[config.mk]
export PLATFORM = sky130hd
export DESIGN_NAME = cas_controller
export DESIGN_NICKNAME = d
export VERILOG_FILES = /design/src/sv/cas_pkg.sv /design/src/sv/cas_controller.sv
export SDC_FILE = /design/constraint.sdc
export NUM_CORES = 1
export LEC_CHECK = 0
export BUFFER_PORTS_ARGS = -buffer_cell sky130_fd_sc_hd__buf_2
export CAP_MARGIN = 5
export CELL_PAD_IN_SITES_DETAIL_PLACEMENT = 0
export CELL_PAD_IN_SITES_GLOBAL_PLACEMENT = 2
export CORE_MARGIN = 1.5
export CORE_UTILIZATION = 20
export CTS_CLUSTER_SIZE = 25
export DETAILED_ROUTE_END_ITERATION = 16
export PLACE_DENSITY = 0.73
export SYNTH_ARGS = -nofsm -noshare
export SYNTH_HDL_FRONTEND = slang
export SYNTH_SLANG_ARGS = --single-unit
[constraint.sdc]
create_clock -name i_clk -period 1.6 [get_ports i_clk]
set_input_delay 0.16 -clock i_clk [delete_from_list [all_inputs] [get_ports i_clk]]
set_output_delay 0.16 -clock i_clk [all_outputs]
set_load 0.02 [all_outputs]
[src/sv/cas_pkg.sv]
// cas_pkg: shared types and codes for the compacting array store.
// Used by the controller, datapath, top level and checker.
`timescale 1ns / 1ps
`default_nettype none

package cas_pkg;

    // default number of entries in the store
    localparam int DEPTH_DEFAULT = 256;

    // operation codes
    localparam logic [1:0] OP_APPEND = 2'd0;
    localparam logic [1:0] OP_REMOVE = 2'd1;
    localparam logic [1:0] OP_GET    = 2'd2;

    // result status codes
    localparam logic [1:0] ST_OK    = 2'd0;
    localparam logic [1:0] ST_RANGE = 2'd1;
    localparam logic [1:0] ST_FULL  = 2'd2;

    // source of the result word
    typedef enum logic [1:0] {
        RS_ZERO,
        RS_ONES,
        RS_MEM
    } t_rsel;

    // controller -> datapath commands
    typedef struct packed {
        logic       capture;    // latch the incoming item
        logic       app_wr;     // write the new value at the list end
        logic       cnt_inc;
        logic       cnt_dec;
        logic       rd_at_idx;  // read the entry at the index
        logic       rd_next;    // read index+1, advance the shift index
        logic       shift_wr;   // write last read word one place down
        logic       respond;    // load the result registers
        t_rsel      rsel;
        logic [1:0] status;
    } t_dp_cmd;

    // datapath -> controller status
    typedef struct packed {
        logic [1:0] op;
        logic       is_full;
        logic       in_range;
        logic       rd_last;    // index+1 is at or past the list end
    } t_dp_stat;

endpackage

`default_nettype wire

[src/sv/cas_controller.sv]
// cas_controller: sequencing state machine of the compacting array store.
// Depends on cas_pkg for command/status types and operation codes.
`timescale 1ns / 1ps
`default_nettype none

module cas_controller (
    input  wire logic               i_clk,
    input  wire logic               i_rst_n,
    input  wire logic               i_start,
    input  wire cas_pkg::t_dp_stat  i_stat,
    output logic                    o_busy,
    output logic                    o_valid,
    output cas_pkg::t_dp_cmd        o_cmd
);

    typedef enum logic [2:0] {
        S_IDLE,
        S_DECODE,
        S_GET_WAIT,
        S_SHIFT
    } t_state;

    t_state r_state, n_state;
    logic   r_valid, n_valid;

    // next state and commands
    always_comb begin
        n_state = r_state;
        n_valid = 1'b0;
        o_cmd   = '0;
        unique case (r_state)
            S_IDLE: begin
                if (i_start) begin
                    o_cmd.capture = 1'b1;
                    n_state       = S_DECODE;
                end
            end
            S_DECODE: begin
                unique case (i_stat.op)
                    cas_pkg::OP_APPEND: begin
                        o_cmd.respond = 1'b1;
                        o_cmd.rsel    = cas_pkg::RS_ZERO;
                        if (i_stat.is_full) begin
                            o_cmd.status = cas_pkg::ST_FULL;
                        end else begin
                            o_cmd.status  = cas_pkg::ST_OK;
                            o_cmd.app_wr  = 1'b1;
                            o_cmd.cnt_inc = 1'b1;
                        end
                        n_valid = 1'b1;
                        n_state = S_IDLE;
                    end
                    cas_pkg::OP_REMOVE: begin
                        if (!i_stat.in_range) begin
                            o_cmd.respond = 1'b1;
                            o_cmd.rsel    = cas_pkg::RS_ZERO;
                            o_cmd.status  = cas_pkg::ST_RANGE;
                            n_valid       = 1'b1;
                            n_state       = S_IDLE;
                        end else if (i_stat.rd_last) begin
                            // removing the last entry needs no move
                            o_cmd.cnt_dec = 1'b1;
                            o_cmd.respond = 1'b1;
                            o_cmd.rsel    = cas_pkg::RS_ZERO;
                            o_cmd.status  = cas_pkg::ST_OK;
                            n_valid       = 1'b1;
                            n_state       = S_IDLE;
                        end else begin
                            // fetch the first entry behind the gap
                            o_cmd.rd_next = 1'b1;
                            n_state       = S_SHIFT;
                        end
                    end
                    cas_pkg::OP_GET: begin
                        if (i_stat.in_range) begin
                            o_cmd.rd_at_idx = 1'b1;
                            n_state         = S_GET_WAIT;
                        end else begin
                            o_cmd.respond = 1'b1;
                            o_cmd.rsel    = cas_pkg::RS_ONES;
                            o_cmd.status  = cas_pkg::ST_RANGE;
                            n_valid       = 1'b1;
                            n_state       = S_IDLE;
                        end
                    end
                    default: begin
                        // unused opcode: no change, plain ok
                        o_cmd.respond = 1'b1;
                        o_cmd.rsel    = cas_pkg::RS_ZERO;
                        o_cmd.status  = cas_pkg::ST_OK;
                        n_valid       = 1'b1;
                        n_state       = S_IDLE;
                    end
                endcase
            end
            S_GET_WAIT: begin
                o_cmd.respond = 1'b1;
                o_cmd.rsel    = cas_pkg::RS_MEM;
                o_cmd.status  = cas_pkg::ST_OK;
                n_valid       = 1'b1;
                n_state       = S_IDLE;
            end
            S_SHIFT: begin
                // write the fetched word one place down
                o_cmd.shift_wr = 1'b1;
                if (i_stat.rd_last) begin
                    // that was the final entry behind the gap
                    o_cmd.cnt_dec = 1'b1;
                    o_cmd.respond = 1'b1;
                    o_cmd.rsel    = cas_pkg::RS_ZERO;
                    o_cmd.status  = cas_pkg::ST_OK;
                    n_valid       = 1'b1;
                    n_state       = S_IDLE;
                end else begin
                    o_cmd.rd_next = 1'b1;
                end
            end
            default: begin
                n_state = S_IDLE;
            end
        endcase
    end

    // state and strobe registers
    always_ff @(posedge i_clk) begin
        if (!i_rst_n) begin
            r_state <= S_IDLE;
            r_valid <= 1'b0;
        end else begin
            r_state <= n_state;
            r_valid <= n_valid;
        end
    end

    assign o_busy  = (r_state != S_IDLE);
    assign o_valid = r_valid;

endmodule

`default_nettype wire

==> metrics.md <==
| Metric | Value |
|---|---|
| Initial core utilization | 21.5% |
| End of the worst register-to-register path | r_state[1] |
| Worst Hold End | r_state[0] |
| Slew @ Worst Pin | between 200 and 300 ps |
| Post-route ant nets | 0 |
| Sequential cell area | roughly 60 sq um |
| Drt wl/cell | between 10 and 15 microns |
| Root Buffer | clkbuf_4 |
| Via density | 4.42 |
| Max-cap violations | 0 |
| DRC errors left | 0 |
| Worst Setup Start Kind | flip-flop |
| Mapped Area | between 300 and 400 sq um |
| Filler Cell Count | 182 |
| Largest net degree at the start of global routing | 8 |
| Global-route wire length before repair | between 1 and 1.5 mm |
| Setup Crit Path Kind | reg -> out |
| Dpl hpwl | about 670 microns |
| DP Worst Slack | 178 ps |
| Unrepaired setup endpoints after global routing | no |
| Outcome | complete, no violations |
| Vias in the first global route | about 330 |
| H-tree Lvls | 1 |
| DRT Wirelength | roughly 810 microns |
| Die width | around 43 microns |
| Setup Buffers After CTS | 0 |
| Internal | a little over 0.2 mW |
| Mapped Cells | 41 |
| Ports | 22 |
| CP peak stage delay | 360 ps |
| Rel. slew slack | between 80% and 90% |
| Worst r2r src | r_state[1] |
| Antenna diode instance count | 0 |
| Cell area power density | ~630 mW/mm^2 |
| Crit path max fanout | 7 |
| PnR worst setup slack | around 120 ps |
| Die area | 0.00187 sq mm |
| YS warnings | 0 |
| DR iter-0 viols | 8 |
| Comb pwr share | 27.1% |
| GR Util met2 | between 10% and 20% |
| Peak VDD IR | 0.329 mV |
| Leakage | between 0.2 and 0.25 nW |
| Clk pwr share | 45.2% |
| Syn_nets | 53 |
| Nets | 78 |
| Avg Inst Size Synth | 7.90 sq um |
| Met1 Use GR | between 10 and 15% |
| CTS clk-pin slew, worst paths | around 40 ps |
| Yosys reg bits | 3 |
| Final period util | 92.3% |
| Share of layout cells above drive strength 1 | between 50% and 60% |
| Remaining global-route overflow | 0 |
| Setup Skew | ~0.53 ps |
| Min Clock Period, post-route | ~1500 ps |
| Req. time, crit path | about 1400 ps |
| Gp weighted congestion | approximately 0.7 |
| Placed cell count | a little under 80 |
| Core area | roughly 0.0015 sq mm |
| Reg power frac | roughly 28% |
| Sw frac | 30.3% |
| Multi-input gate area | approximately 240 sq um |
| Post_cts resized | 0 |
| Die height | roughly 43 microns |
| CTS tree | done |
| TritonCTS Sinks | 3 |
| Hold WC Path Type | in -> reg |
| Switching pwr | between 0.08 and 0.09 mW |
| P&R area growth vs syn | 44.4% |
| Worst-path cell chain | inv_1 -> nand2_1 -> nor4b_1 -> buf_2 |
| Fin cells | between 80 and 90 |
| Most frequent cells in the layout | buf_2 (21), inv_1 (5), nor2_1 (5) |
| Reg2reg setup slack | between 600 and 700 ps |
| Initial antenna violation count | 0 |
| Setup crit end kind | output port |
| Final Setup Violations | 0 |
| Worst hold stages | 2 |
| CTS Hold Buffers Added | 0 |
| FMAX | 0.677 GHz |
| Row count | 14 |
| Hold Startpoint | i_rst_n |
| Data arrival, critical path | 1320 ps |
| Final-report hold violation count | 0 |
| Max Slew Vio Count | 0 |
| Slowest cell on the critical path | dfxtp_1 |
| GRT busiest layer | met2 |
| Setup TNS | 0 ps |
| IO Port Bufs | 21 |
| GR Util All Layers | 9.59% |
| Clock buffer depth | 2 |
| Total CTS buffers | 3 |
| Clk_lat worst skew | around 230 ps |
| Seq/Total Area, Yosys | 18.5% |
| Worst r2r path cells | 3 |
| Commonest non-fill, non-tap cell in the layout | buf_2 |
| Met3 usage | between 4 and 5% |
| Cell variety after synth | 24 |
| Drt first pass iters | 4 |
| Util after Layout | a little under a third |
| Total vias in the final route | approximately 360 |
## power groups by stage
stage	registers (mW)	logic (mW)	clock network, mW
finish	0.0813	0.0796	0.133
global placement	0.0828	0.0809	0
detailed placement	0.0826	0.0801	0
CTS	0.0814	0.0805	0.141
global route	0.0819	0.0879	0.150
floorplan	0.0829	0.0519	0
## worst max-delay path: cells and delay by family, from the launching register on
kind / cells / cell delay, ps
and+or+nand+nor: 2 / 380
DFF: 1 / 360
buffers and inverters: 2 / 350
## flip-flops by register name, indices dropped and copies added, names as in the netlist
| signal | count |
|---|---|
| r_state | 2 |
| o_valid | 1 |
## cells in the mapped netlist, drive strengths merged
| cell type | number | area (sq um) |
|---|---|---|
| nor2 | 6 | 30.0 |
| a21bo | 1 | 10.0 |
| or2 | 2 | 15.0 |
| ha | 4 | 50.1 |
| a211oi | 1 | 12.5 |
| and4b | 1 | 11.3 |
| o21a | 1 | 7.51 |
| dfxtp | 3 | 60.1 |
| a31oi | 1 | 6.26 |
| nand2b | 1 | 6.26 |
| inv | 5 | 18.8 |
| a21oi | 3 | 18.8 |
| and2 | 1 | 7.51 |
| nand2 | 3 | 11.3 |
| nor3 | 1 | 5.00 |
| buf | 1 | 7.51 |
| o31ai | 1 | 7.51 |
| nor3b | 1 | 7.51 |
| o21ai | 1 | 8.76 |
| nor4b | 2 | 17.5 |
| nand3 | 1 | 5.00 |
## metal layers
layer  vias to the layer above  share of wire, %
li1                        188                 -
met1                       158                45
met2                        12                48
met3                         0               6.2
met4                         0                 0
met5                         -                 0
## final cells by class
type	instances	share of cell area, %
multi-input combinational	32	50.8
timing repair buffer	21	22.5
sequential	3	12.8
clock buffer	4	5.61
tap	16	4.28
inverter	5	4.01
## cell families after synthesis
| logic type | count (synthesis) | synth area share (%) |
|---|---|---|
| compound gates | 9 | 22.0 |
| fa+ha+maj | 4 | 15.4 |
| buf+inv | 6 | 8.11 |
| flops | 3 | 18.5 |
| simple gates | 19 | 35.9 |
## per-stage QoR
stage                     power [mW]  area, sq um  hold WS (ps)
after floorplan                0.135          324           278
after global routing           0.320          468           174
after global placement         0.164          442           396
after detailed placement       0.163          442           405
final                          0.294          468           166
after CTS                      0.303          468           158
## worst max path at each step
| stage | cells past startpoint | to | startpoint | slack [ps] |
|---|---|---|---|---|
| floorplan | 4 | o_cmd[10] | r_state[1] | 60 |
| global placement | 7 | o_cmd[4] | i_stat[4] | 210 |
| detailed placement | 7 | o_cmd[4] | i_stat[4] | 180 |
| CTS | 4 | o_cmd[2] | r_state[1] | 90 |
| global route | 4 | o_cmd[0] | r_state[1] | 5 |
| finish | 4 | o_cmd[2] | r_state[1] | 120 |
Note: power is estimated with default switching activity, not from simulation.
